<file path="src/rtl/core/cdm_pkg.sv">
// ----------------------------------------------------------------------------
// cdm_pkg
// Shared widths, types, register indexes and the 2^-x gain table of the
// clip distortion / dry-wet mix pipeline.
// ----------------------------------------------------------------------------
`default_nettype none

package cdm_pkg;

	// Sample format: signed Q1.(SAMPLE_WIDTH-1)
	localparam int SAMPLE_WIDTH = 24;
	localparam int FRAC_BITS    = SAMPLE_WIDTH - 1;
	// Fraction bits below the 4-bit table index
	localparam int LOW_BITS     = FRAC_BITS - 4;
	// Gain is unsigned Q1.16
	localparam int GAIN_WIDTH   = 17;
	localparam int GAIN_FRAC    = 16;
	localparam int PCT_WIDTH    = 7;
	// Magnitude of the weighted sum, before the divide by 100
	localparam int MIX_WIDTH    = SAMPLE_WIDTH + PCT_WIDTH;
	// Divide by 100 as multiply by a rounded-up reciprocal
	localparam int DIV_SHIFT    = MIX_WIDTH + PCT_WIDTH;
	localparam int DIV_WIDTH    = MIX_WIDTH + 1;
	localparam int NUM_STAGES   = 10;

	localparam logic [63:0] DIV_MUL_FULL = ((64'd1 << DIV_SHIFT) + 64'd99) / 64'd100;
	localparam logic [DIV_WIDTH-1:0] DIV_MUL = DIV_MUL_FULL[DIV_WIDTH-1:0];

	localparam logic [PCT_WIDTH-1:0] PCT_FULL = PCT_WIDTH'(100);
	localparam logic [MIX_WIDTH-1:0] MIX_HALF = MIX_WIDTH'(50);

	// Configuration port
	localparam int CFG_INDEX_WIDTH = 2;
	localparam int CFG_DATA_WIDTH  = FRAC_BITS;
	localparam logic [CFG_INDEX_WIDTH-1:0] REG_HARD_MODE   = 2'd0;
	localparam logic [CFG_INDEX_WIDTH-1:0] REG_CLIP_LEVEL  = 2'd1;
	localparam logic [CFG_INDEX_WIDTH-1:0] REG_WET_PERCENT = 2'd2;

	typedef logic signed [SAMPLE_WIDTH-1:0] sample_t;
	typedef logic [SAMPLE_WIDTH-1:0]        mag_t;
	typedef logic [FRAC_BITS-1:0]           level_t;
	typedef logic [GAIN_WIDTH-1:0]          gain_t;
	typedef logic [PCT_WIDTH-1:0]           pct_t;
	typedef logic [NUM_STAGES-1:0]          stage_en_t;

	localparam level_t CLIP_LEVEL_RESET  = level_t'(1) << (FRAC_BITS - 1);
	localparam pct_t   WET_PERCENT_RESET = PCT_FULL;

	// Live settings seen by the datapath (wet share already saturated)
	typedef struct packed {
		logic   hard_mode;
		level_t clip_level;
		pct_t   wet_pct;
	} cfg_t;

	// round(65536 * 2^(-k/16)), k = 0..16
	function automatic gain_t exp2_tab(input logic [4:0] idx);
		gain_t val;
		case (idx)
			5'd0:    val = 17'd65536;
			5'd1:    val = 17'd62757;
			5'd2:    val = 17'd60097;
			5'd3:    val = 17'd57549;
			5'd4:    val = 17'd55109;
			5'd5:    val = 17'd52773;
			5'd6:    val = 17'd50535;
			5'd7:    val = 17'd48393;
			5'd8:    val = 17'd46341;
			5'd9:    val = 17'd44376;
			5'd10:   val = 17'd42495;
			5'd11:   val = 17'd40693;
			5'd12:   val = 17'd38968;
			5'd13:   val = 17'd37316;
			5'd14:   val = 17'd35734;
			5'd15:   val = 17'd34219;
			5'd16:   val = 17'd32768;
			default: val = 17'd32768;
		endcase
		return val;
	endfunction

endpackage

`default_nettype wire

</file>
<file path="src/rtl/core/cdm_stream_if.sv">
// ----------------------------------------------------------------------------
// cdm_stream_if
// Valid/ready stream channels for input and output samples.
// ----------------------------------------------------------------------------
`default_nettype none

interface cdm_in_if;
	import cdm_pkg::*;
	logic    valid;
	logic    ready;
	sample_t sample_in;

	modport source (output valid, output sample_in, input ready);
	modport sink   (input valid, input sample_in, output ready);
endinterface

interface cdm_out_if;
	import cdm_pkg::*;
	logic    valid;
	logic    ready;
	sample_t sample_out;

	modport source (output valid, output sample_out, input ready);
	modport sink   (input valid, input sample_out, output ready);
endinterface

`default_nettype wire

</file>
<file path="src/rtl/core/clip_distortion_dry_wet_mix_top.sv">
// ----------------------------------------------------------------------------
// clip_distortion_dry_wet_mix_top
// Hard/soft sample clipper with dry/wet mix, ten-stage pipeline.
//
//   channel  | dir | payload            | handshake
//   ---------+-----+--------------------+-----------------------------
//   in_ch    | in  | sample_in  [23:0]  | valid/ready, one sample
//   out_ch   | out | sample_out [23:0]  | valid/ready, one sample
//   cfg      | in  | cfg_data   [22:0]  | cfg_we + cfg_index, no ready
//
// One request per clock when the output is taken. The gain lookup,
// interpolation multiply, clip multiply and the reciprocal divide-by-100
// multiply each own one of the pipeline stages.
// Each stage advances when it is empty or the next one advances, so bubbles
// close up behind a stalled output and nothing is lost or repeated.
// Reset clears stage valid bits and loads the register defaults.
// ----------------------------------------------------------------------------
`default_nettype none

module clip_distortion_dry_wet_mix_top (
	input  wire logic                                   clk,
	input  wire logic                                   arst_n,
	input  wire logic                                   cfg_we,
	input  wire logic [cdm_pkg::CFG_INDEX_WIDTH-1:0]    cfg_index,
	input  wire logic [cdm_pkg::CFG_DATA_WIDTH-1:0]     cfg_data,
	cdm_in_if.sink                                      in_ch,
	cdm_out_if.source                                   out_ch
);
	import cdm_pkg::*;

	logic      hard_mode_q;
	level_t    clip_level_q;
	pct_t      wet_percent_q;
	cfg_t      cfg;

	stage_en_t ld;
	stage_en_t valid_q;

	logic      neg_s4, over_s4, neg_s6;
	mag_t      mag_s4, diff_s4, mag_s6, wmag_s6;
	gain_t     gain_s4;
	sample_t   sample_out_s10;

	// Configuration registers
	always_ff @(posedge clk or negedge arst_n) begin
		if (!arst_n) begin
			hard_mode_q   <= 1'b0;
			clip_level_q  <= CLIP_LEVEL_RESET;
			wet_percent_q <= WET_PERCENT_RESET;
		end else if (cfg_we) begin
			case (cfg_index)
				REG_HARD_MODE:   hard_mode_q   <= cfg_data[0];
				REG_CLIP_LEVEL:  clip_level_q  <= cfg_data[FRAC_BITS-1:0];
				REG_WET_PERCENT: wet_percent_q <= cfg_data[PCT_WIDTH-1:0];
				default: ;
			endcase
		end
	end

	// Wet share saturates at 100
	assign cfg.hard_mode  = hard_mode_q;
	assign cfg.clip_level = clip_level_q;
	assign cfg.wet_pct    = (wet_percent_q > PCT_FULL) ? PCT_FULL : wet_percent_q;

	// Stage load enables: a stage loads when empty or draining
	always_comb begin
		ld[NUM_STAGES-1] = !valid_q[NUM_STAGES-1] || out_ch.ready;
		for (int k = NUM_STAGES - 2; k >= 0; k--)
			ld[k] = !valid_q[k] || ld[k+1];
	end

	// Valid bits travel with the data
	always_ff @(posedge clk or negedge arst_n) begin
		if (!arst_n) begin
			valid_q <= '0;
		end else begin
			if (ld[0])
				valid_q[0] <= in_ch.valid;
			for (int k = 1; k < NUM_STAGES; k++)
				if (ld[k])
					valid_q[k] <= valid_q[k-1];
		end
	end

	assign in_ch.ready       = ld[0];
	assign out_ch.valid      = valid_q[NUM_STAGES-1];
	assign out_ch.sample_out = sample_out_s10;

	cdm_gain u_gain (
		.clk       (clk),
		.ld        (ld),
		.cfg       (cfg),
		.sample_in (in_ch.sample_in),
		.neg_s4    (neg_s4),
		.mag_s4    (mag_s4),
		.over_s4   (over_s4),
		.diff_s4   (diff_s4),
		.gain_s4   (gain_s4)
	);

	cdm_clip u_clip (
		.clk     (clk),
		.ld      (ld),
		.cfg     (cfg),
		.neg_s4  (neg_s4),
		.mag_s4  (mag_s4),
		.over_s4 (over_s4),
		.diff_s4 (diff_s4),
		.gain_s4 (gain_s4),
		.neg_s6  (neg_s6),
		.mag_s6  (mag_s6),
		.wmag_s6 (wmag_s6)
	);

	cdm_mix u_mix (
		.clk            (clk),
		.ld             (ld),
		.cfg            (cfg),
		.neg_s6         (neg_s6),
		.mag_s6         (mag_s6),
		.wmag_s6        (wmag_s6),
		.sample_out_s10 (sample_out_s10)
	);

endmodule

`default_nettype wire

</file>
<file path="src/rtl/core/cdm_gain.sv">
// ----------------------------------------------------------------------------
// cdm_gain
// Stages 1-4: sample magnitude, threshold compare and the 2^-|x| gain
// (table lookup plus linear interpolation).
// ----------------------------------------------------------------------------
`default_nettype none

module cdm_gain (
	input  wire logic              clk,
	input  wire cdm_pkg::stage_en_t ld,
	input  wire cdm_pkg::cfg_t      cfg,
	input  wire cdm_pkg::sample_t   sample_in,
	output logic                   neg_s4,
	output cdm_pkg::mag_t          mag_s4,
	output logic                   over_s4,
	output cdm_pkg::mag_t          diff_s4,
	output cdm_pkg::gain_t         gain_s4
);
	import cdm_pkg::*;

	mag_t                t_ext;
	mag_t                raw;
	mag_t                mag_c;

	logic                neg_s1, over_s1, ip_s1;
	mag_t                mag_s1, diff_s1;
	logic [3:0]          idx_s1;
	logic [LOW_BITS-1:0] rem_s1;

	logic                neg_s2, over_s2, ip_s2;
	mag_t                mag_s2, diff_s2;
	logic [LOW_BITS-1:0] rem_s2;
	gain_t               hi_s2, delta_s2;

	logic                neg_s3, over_s3, ip_s3;
	mag_t                mag_s3, diff_s3;
	gain_t               hi_s3;
	logic [GAIN_WIDTH+LOW_BITS-1:0] prod_s3;

	gain_t               step_c;
	gain_t               lo_c, hi_c;

	// Magnitude: the most negative sample maps to 2^FRAC_BITS
	assign t_ext = {1'b0, cfg.clip_level};
	assign raw   = mag_t'(sample_in);
	assign mag_c = sample_in[SAMPLE_WIDTH-1] ? (~raw + mag_t'(1)) : raw;

	// Stage 1: magnitude, compare, split into table index and remainder
	always_ff @(posedge clk) begin
		if (ld[0]) begin
			neg_s1  <= sample_in[SAMPLE_WIDTH-1];
			mag_s1  <= mag_c;
			over_s1 <= (mag_c > t_ext);
			diff_s1 <= mag_c - t_ext;
			ip_s1   <= mag_c[FRAC_BITS];
			idx_s1  <= mag_c[FRAC_BITS-1 -: 4];
			rem_s1  <= mag_c[LOW_BITS-1:0];
		end
	end

	// Stage 2: table lookup of both neighbors
	assign hi_c = exp2_tab({1'b0, idx_s1});
	assign lo_c = exp2_tab({1'b0, idx_s1} + 5'd1);

	always_ff @(posedge clk) begin
		if (ld[1]) begin
			neg_s2   <= neg_s1;
			mag_s2   <= mag_s1;
			over_s2  <= over_s1;
			diff_s2  <= diff_s1;
			ip_s2    <= ip_s1;
			rem_s2   <= rem_s1;
			hi_s2    <= hi_c;
			delta_s2 <= hi_c - lo_c;
		end
	end

	// Stage 3: interpolation product
	always_ff @(posedge clk) begin
		if (ld[2]) begin
			neg_s3  <= neg_s2;
			mag_s3  <= mag_s2;
			over_s3 <= over_s2;
			diff_s3 <= diff_s2;
			ip_s3   <= ip_s2;
			hi_s3   <= hi_s2;
			prod_s3 <= {{LOW_BITS{1'b0}}, delta_s2} * {{GAIN_WIDTH{1'b0}}, rem_s2};
		end
	end

	// Stage 4: truncated interpolation, halve when the integer bit is set
	assign step_c = prod_s3[GAIN_WIDTH+LOW_BITS-1:LOW_BITS];

	always_ff @(posedge clk) begin
		if (ld[3]) begin
			neg_s4  <= neg_s3;
			mag_s4  <= mag_s3;
			over_s4 <= over_s3;
			diff_s4 <= diff_s3;
			gain_s4 <= (hi_s3 - step_c) >> ip_s3;
		end
	end

endmodule

`default_nettype wire

</file>
<file path="src/rtl/core/cdm_clip.sv">
// ----------------------------------------------------------------------------
// cdm_clip
// Stages 5-6: soft clip product, rounding, and hard/soft/pass selection of
// the wet magnitude.
// ----------------------------------------------------------------------------
`default_nettype none

module cdm_clip (
	input  wire logic               clk,
	input  wire cdm_pkg::stage_en_t ld,
	input  wire cdm_pkg::cfg_t      cfg,
	input  wire logic               neg_s4,
	input  wire cdm_pkg::mag_t      mag_s4,
	input  wire logic               over_s4,
	input  wire cdm_pkg::mag_t      diff_s4,
	input  wire cdm_pkg::gain_t     gain_s4,
	output logic                    neg_s6,
	output cdm_pkg::mag_t           mag_s6,
	output cdm_pkg::mag_t           wmag_s6
);
	import cdm_pkg::*;

	localparam int PW = SAMPLE_WIDTH + GAIN_WIDTH;
	localparam logic [PW-1:0] ROUND_HALF = PW'(1) << (GAIN_FRAC - 1);

	logic          neg_s5, over_s5;
	mag_t          mag_s5;
	logic [PW-1:0] prod_s5;

	mag_t          t_ext;
	logic [PW-1:0] rnd_c;
	mag_t          soft_c;
	mag_t          wmag_c;

	// Stage 5: (|x| - t) * gain
	always_ff @(posedge clk) begin
		if (ld[4]) begin
			neg_s5  <= neg_s4;
			mag_s5  <= mag_s4;
			over_s5 <= over_s4;
			prod_s5 <= {{GAIN_WIDTH{1'b0}}, diff_s4} * {{SAMPLE_WIDTH{1'b0}}, gain_s4};
		end
	end

	// Stage 6: round, add threshold back, pick the wet magnitude
	assign t_ext  = {1'b0, cfg.clip_level};
	assign rnd_c  = (prod_s5 + ROUND_HALF) >> GAIN_FRAC;
	assign soft_c = rnd_c[SAMPLE_WIDTH-1:0] + t_ext;

	always_comb begin
		if (!over_s5)
			wmag_c = mag_s5;
		else if (cfg.hard_mode)
			wmag_c = t_ext;
		else
			wmag_c = soft_c;
	end

	always_ff @(posedge clk) begin
		if (ld[5]) begin
			neg_s6  <= neg_s5;
			mag_s6  <= mag_s5;
			wmag_s6 <= wmag_c;
		end
	end

endmodule

`default_nettype wire

</file>
<file path="src/rtl/core/cdm_mix.sv">
// ----------------------------------------------------------------------------
// cdm_mix
// Stages 7-10: dry/wet weighting, rounding offset, divide by 100 through a
// reciprocal multiply, and sign restore. Wet and dry share the sign of the
// input, so the sum is formed on magnitudes.
// ----------------------------------------------------------------------------
`default_nettype none

module cdm_mix (
	input  wire logic               clk,
	input  wire cdm_pkg::stage_en_t ld,
	input  wire cdm_pkg::cfg_t      cfg,
	input  wire logic               neg_s6,
	input  wire cdm_pkg::mag_t      mag_s6,
	input  wire cdm_pkg::mag_t      wmag_s6,
	output cdm_pkg::sample_t        sample_out_s10
);
	import cdm_pkg::*;

	localparam int QW = MIX_WIDTH + DIV_WIDTH;

	logic                 neg_s7, neg_s8, neg_s9;
	logic [MIX_WIDTH-1:0] wprod_s7, dprod_s7;
	logic [MIX_WIDTH-1:0] num_s8;
	logic [QW-1:0]        quot_s9;
	pct_t                 dry_pct;
	mag_t                 res_c;

	assign dry_pct = PCT_FULL - cfg.wet_pct;

	// Stage 7: weight both paths
	always_ff @(posedge clk) begin
		if (ld[6]) begin
			neg_s7   <= neg_s6;
			wprod_s7 <= {{PCT_WIDTH{1'b0}}, wmag_s6} * {{SAMPLE_WIDTH{1'b0}}, cfg.wet_pct};
			dprod_s7 <= {{PCT_WIDTH{1'b0}}, mag_s6} * {{SAMPLE_WIDTH{1'b0}}, dry_pct};
		end
	end

	// Stage 8: sum plus half of the divisor (ties away from zero)
	always_ff @(posedge clk) begin
		if (ld[7]) begin
			neg_s8 <= neg_s7;
			num_s8 <= wprod_s7 + dprod_s7 + MIX_HALF;
		end
	end

	// Stage 9: reciprocal multiply
	always_ff @(posedge clk) begin
		if (ld[8]) begin
			neg_s9  <= neg_s8;
			quot_s9 <= {{DIV_WIDTH{1'b0}}, num_s8} * {{MIX_WIDTH{1'b0}}, DIV_MUL};
		end
	end

	// Stage 10: quotient, sign restore
	assign res_c = quot_s9[DIV_SHIFT +: SAMPLE_WIDTH];

	always_ff @(posedge clk) begin
		if (ld[9]) begin
			sample_out_s10 <= neg_s9 ? sample_t'(~res_c + mag_t'(1)) : sample_t'(res_c);
		end
	end

endmodule

`default_nettype wire

</file>
<file path="src/flat_wrapper.sv">
// flat-port wrapper written by rule: the top's interface ports become plain ports
module clip_distortion_dry_wet_mix_top_flat import cdm_pkg::*;
  (clk, arst_n, cfg_we, cfg_index, cfg_data, in_ch_valid, in_ch_sample_in, in_ch_ready, out_ch_valid, out_ch_sample_out, out_ch_ready);
  cdm_in_if in_ch_i ();
  cdm_out_if out_ch_i ();
  input  wire logic clk;
  input  wire logic arst_n;
  input  wire logic cfg_we;
  input  wire logic [cdm_pkg::CFG_INDEX_WIDTH-1:0] cfg_index;
  input  wire logic [cdm_pkg::CFG_DATA_WIDTH-1:0] cfg_data;
  input wire logic [$bits(in_ch_i.valid)-1:0] in_ch_valid;
  input wire logic [$bits(in_ch_i.sample_in)-1:0] in_ch_sample_in;
  output wire logic [$bits(in_ch_i.ready)-1:0] in_ch_ready;
  output wire logic [$bits(out_ch_i.valid)-1:0] out_ch_valid;
  output wire logic [$bits(out_ch_i.sample_out)-1:0] out_ch_sample_out;
  input wire logic [$bits(out_ch_i.ready)-1:0] out_ch_ready;
  assign in_ch_i.valid = in_ch_valid;
  assign in_ch_i.sample_in = in_ch_sample_in;
  assign in_ch_ready = in_ch_i.ready;
  assign out_ch_valid = out_ch_i.valid;
  assign out_ch_sample_out = out_ch_i.sample_out;
  assign out_ch_i.ready = out_ch_ready;
  clip_distortion_dry_wet_mix_top u_core (.clk(clk), .arst_n(arst_n), .cfg_we(cfg_we), .cfg_index(cfg_index), .cfg_data(cfg_data), .in_ch(in_ch_i), .out_ch(out_ch_i));
endmodule
</file>
<file path="config.mk">
export PLATFORM = sky130hd
export DESIGN_NAME = clip_distortion_dry_wet_mix_top_flat
export DESIGN_NICKNAME = d
export VERILOG_FILES = /design/src/rtl/core/cdm_pkg.sv /design/src/rtl/core/cdm_stream_if.sv /design/src/rtl/core/clip_distortion_dry_wet_mix_top.sv /design/src/rtl/core/cdm_gain.sv /design/src/rtl/core/cdm_clip.sv /design/src/rtl/core/cdm_mix.sv /design/src/flat_wrapper.sv
export SDC_FILE = /design/constraint.sdc
export NUM_CORES = 2
export LEC_CHECK = 0
export ABC_AREA = 1
export BUFFER_PORTS_ARGS = -buffer_cell sky130_fd_sc_hd__clkbuf_2
export CORE_MARGIN = 3
export CORE_UTILIZATION = 40
export CTS_BUF_LIST = sky130_fd_sc_hd__clkbuf_16
export DETAILED_ROUTE_END_ITERATION = 7
export HOLD_SLACK_MARGIN = 0.03
export PLACE_DENSITY_LB_ADDON = 0.05
export SETUP_SLACK_MARGIN = 0.15
export SYNTH_ARGS = -nofsm -noshare
export SYNTH_HDL_FRONTEND = slang
export SYNTH_SLANG_ARGS = --single-unit
export TNS_END_PERCENT = 1
</file>
<file path="constraint.sdc">
create_clock -name clk -period 8.09 [get_ports clk]
set_input_delay 2.427 -clock clk [delete_from_list [all_inputs] [get_ports clk]]
set_output_delay 2.427 -clock clk [all_outputs]
set_load 0.03 [all_outputs]
</file>
==> out/metrics.yaml <==
timing:
  setup-tns-final_ps: 0
  setup_viol: 0
  rsz0062_at_grt: "false"
  relSlewSlack_pct: 9.65
  slew_violations: 0
  skew_ps: 37.3
  min_period_over_period_pct: 89.7
  max_freq_ghz: 0.138
  holdWs_ps: 410
  post-route-min-period_ps: 7260
  worstMarginPinSlew_ps: 1360
  final-hold-violation-count: 0
run:
  drv_cap: 0
clocking:
  cts_hold_buffers: 0
  h-tree-depth: 3
  cts_root_buf: "clkbuf_16"
  cts_resized: 0
  cts_buffers: 77
  post_cts_buffers: 0
  clk_pin_slew_ps: 60
  clkLatencyLatePin_ps: 680
  cts_tree: "built"
  cts_sinks: 587
  clk_path_buf_depth: 3
hold_path:
  min_path_type: "reg2reg"
synth:
  syn_inst: 9002
  yosysWarningCount: 0
  avgSynthCellArea_um2: 8.77
  ys_ff_latch: 587
  synth_nets: 11100
  yosysSeqAreaShare_pct: 21.8
  ys_types: 60
  synth.cell_area_um2: 79000
routing:
  avgRoutedWirePerCell_um: 22.5
  firstDrtPassIters: 6
  dr_total_vias: 59100
  drt-total-wl_um: 263000
  viasPerCell: 5.03
  ant_nets: 0
  drt-initial-drc-count: 3707
  drc_errors: 0
finish:
  fin_util_pct: 43.5
  register_area_um2: 17300
  area.growth.synth_to_final_pct: 7.62
  fin_nets: 11100
  multi_input_area_um2: 52800
  drive_above_1_share_pct: 3.81
  fillers: 19800
floorplanning:
  start_util_pct: 40.4
  ioPinCount: 80
  core_area_um2: 196000
  die_h_um: 450
  die_area_um2: 203000
  dieWidth_um: 450
  rows: 162
outcome:
  status: "finished, final reports clean"
critical_path:
  criticalPathCategory: "reg2reg"
  required_ps: 8490
  cp-start-kind: "register"
  critPathMaxFanout: 9
  arrival_ps: 7660
  cp-end-kind: "register"
grt:
  grt_max_degree: 67
  gr-total-overflow: 0
  grt.total_usage_pct: 26.1
  antenna_found_initial: 19
  grt_pass1_wl_um: 398000
  grt_pass1_vias: 62400
place:
  hpwlAfterDp_um: 222000
  place.gp.congestion: 0.933
  numPortBuffers: 79
cells by family after synthesis:
| kind of cell | after synthesis | share of synthesized area, % |
|---|---|---|
| flops | 587 | 21.8 |
| fa+ha+maj | 2024 | 43.2 |
| simple gates | 2951 | 15.1 |
| buf+inv | 2370 | 11.3 |
| mux | 1 | 0.0127 |
| xor+xnor | 245 | 2.74 |
| compound gates | 824 | 5.74 |
cells in the mapped netlist, drive strengths merged:
library cell,n,area [um^2]
a221oi,1,8.76
o21ai,271,1360
o211ai,16,120
dfrtp,37,926
nand2,1953,7380
or2,3,18.8
dfxtp,17,340
nand4,59,435
xor2,163,1430
and2,5,31.3
edfxtp,529,15900
buf,17,108
nor3,75,385
mux2i,1,10.0
o41ai,1,8.76
clkinv,4,15.0
a21oi,382,1910
nor2b,1,6.26
o21a,17,128
nand3b,5,37.5
a31oi,27,169
dfstp,4,105
nand3,235,1220
ha,849,10600
o221ai,1,8.76
nor4,19,119
fa,1175,23500
o21bai,30,225
o2111ai,1,8.76
inv,2155,8090
a211oi,7,52.6
a21o,41,308
and3,4,25.0
a31o,1,8.76
o311ai,4,35.0
xnor2,82,737
or3,1,6.26
clkbuf,194,748
o31ai,8,60.1
a21boi,16,120
nor2,591,2240
worst max-delay path: stages (launching register included):
cell and delay, ps:
edfxtp_1 920, inv_1 230, fa_1 500, inv_1 100
ha_1 190, inv_1 70, fa_1 370, fa_1 480
inv_1 50, fa_1 530, inv_1 50, fa_1 470
inv_1 50, fa_1 490, fa_1 420, ha_1 330
nand2_1 150, nor2_1 160, inv_1 90, nor2_1 190
nand3_1 90, o21ai_0 560, nand2_1 220, nand3_1 120
nand2_1 150
registers in the layout, summed over array words and instances, names as in the netlist, 25 cells and up:
signal / flops
u_core.u_mix.dprod_s7: 31
u_core.u_mix.num_s8: 31
u_core.u_mix.wprod_s7: 31
u_core.u_clip.prod_s5: 25
area by class of cell:
| type | count | share of cell area [%] |
|---|---|---|
| Sequential cell | 587 | 20.3 |
| Clock buffer | 82 | 2.41 |
| Tap cell | 2624 | 3.86 |
| Antenna cell | 5 | 0.0147 |
| Multi-Input combinational cell | 6045 | 62.1 |
| Inverter | 2159 | 9.54 |
| Clock inverter | 62 | 0.501 |
| Timing Repair Buffer | 169 | 1.26 |
per-stage QoR:
step | setup WS, ps | std cells | cell area [um^2]
after floorplan | 778 | 9002 | 79000
after global placement | 816 | 11600 | 82500
after detailed placement | 881 | 11600 | 82500
after CTS | 881 | 11700 | 85000
after global routing | 425 | 11700 | 85000
final | 833 | 11700 | 85000
placed cells by master, fill, tap and decap left out, types with 19 or more instances in the layout:
cell type	count
nand4_1	54
o21ai_0	264
o21bai_1	30
nand3_1	225
dfrtp_1	37
fa_1	1175
clkbuf_16	82
nor2_1	587
xnor2_1	81
nor3_1	73
xor2_1	163
edfxtp_1	529
ha_1	849
nand2_1	1936
inv_1	2160
buf_4	90
a21o_1	41
clkbuf_2	79
nor4_1	19
a21oi_1	382
a31oi_1	27
final timing paths:
path | slack, ps | start | to | cells after the start
worst max-delay path | 830 | u_core.u_mix.num_s8[1]$_DFFE_PP_ | u_core.u_mix.quot_s9[45]$_DFFE_PP_ | 24
worst min-delay path | 410 | u_core.u_gain.mag_s3[12]$_DFFE_PP_ | u_core.u_gain.mag_s4[12]$_DFFE_PP_ | 0
worst max register to register | 830 | u_core.u_mix.num_s8[1]$_DFFE_PP_ | u_core.u_mix.quot_s9[45]$_DFFE_PP_ | 24
worst min register to register | 410 | u_core.u_gain.mag_s3[12]$_DFFE_PP_ | u_core.u_gain.mag_s4[12]$_DFFE_PP_ | 0
max in group asynchronous | 5510 | arst_n | u_core.clip_level_q[0]$_DFFE_PN0P_ | 2
min in group asynchronous | 1960 | arst_n | u_core.clip_level_q[18]$_DFFE_PN0P_ | 2
per-layer routing:
metal,vias to the layer above,share of wire (%),track usage (%)
met5,-,0.0038,0
met4,2,3.3,7.82
met3,283,3.6,2.41
met2,1246,49,45.1
met1,29900,44,34.9
li1,27700,-,-
Power is not shown: default switching activity piles up to over one toggle a cycle in this logic, so the estimate is an artifact.
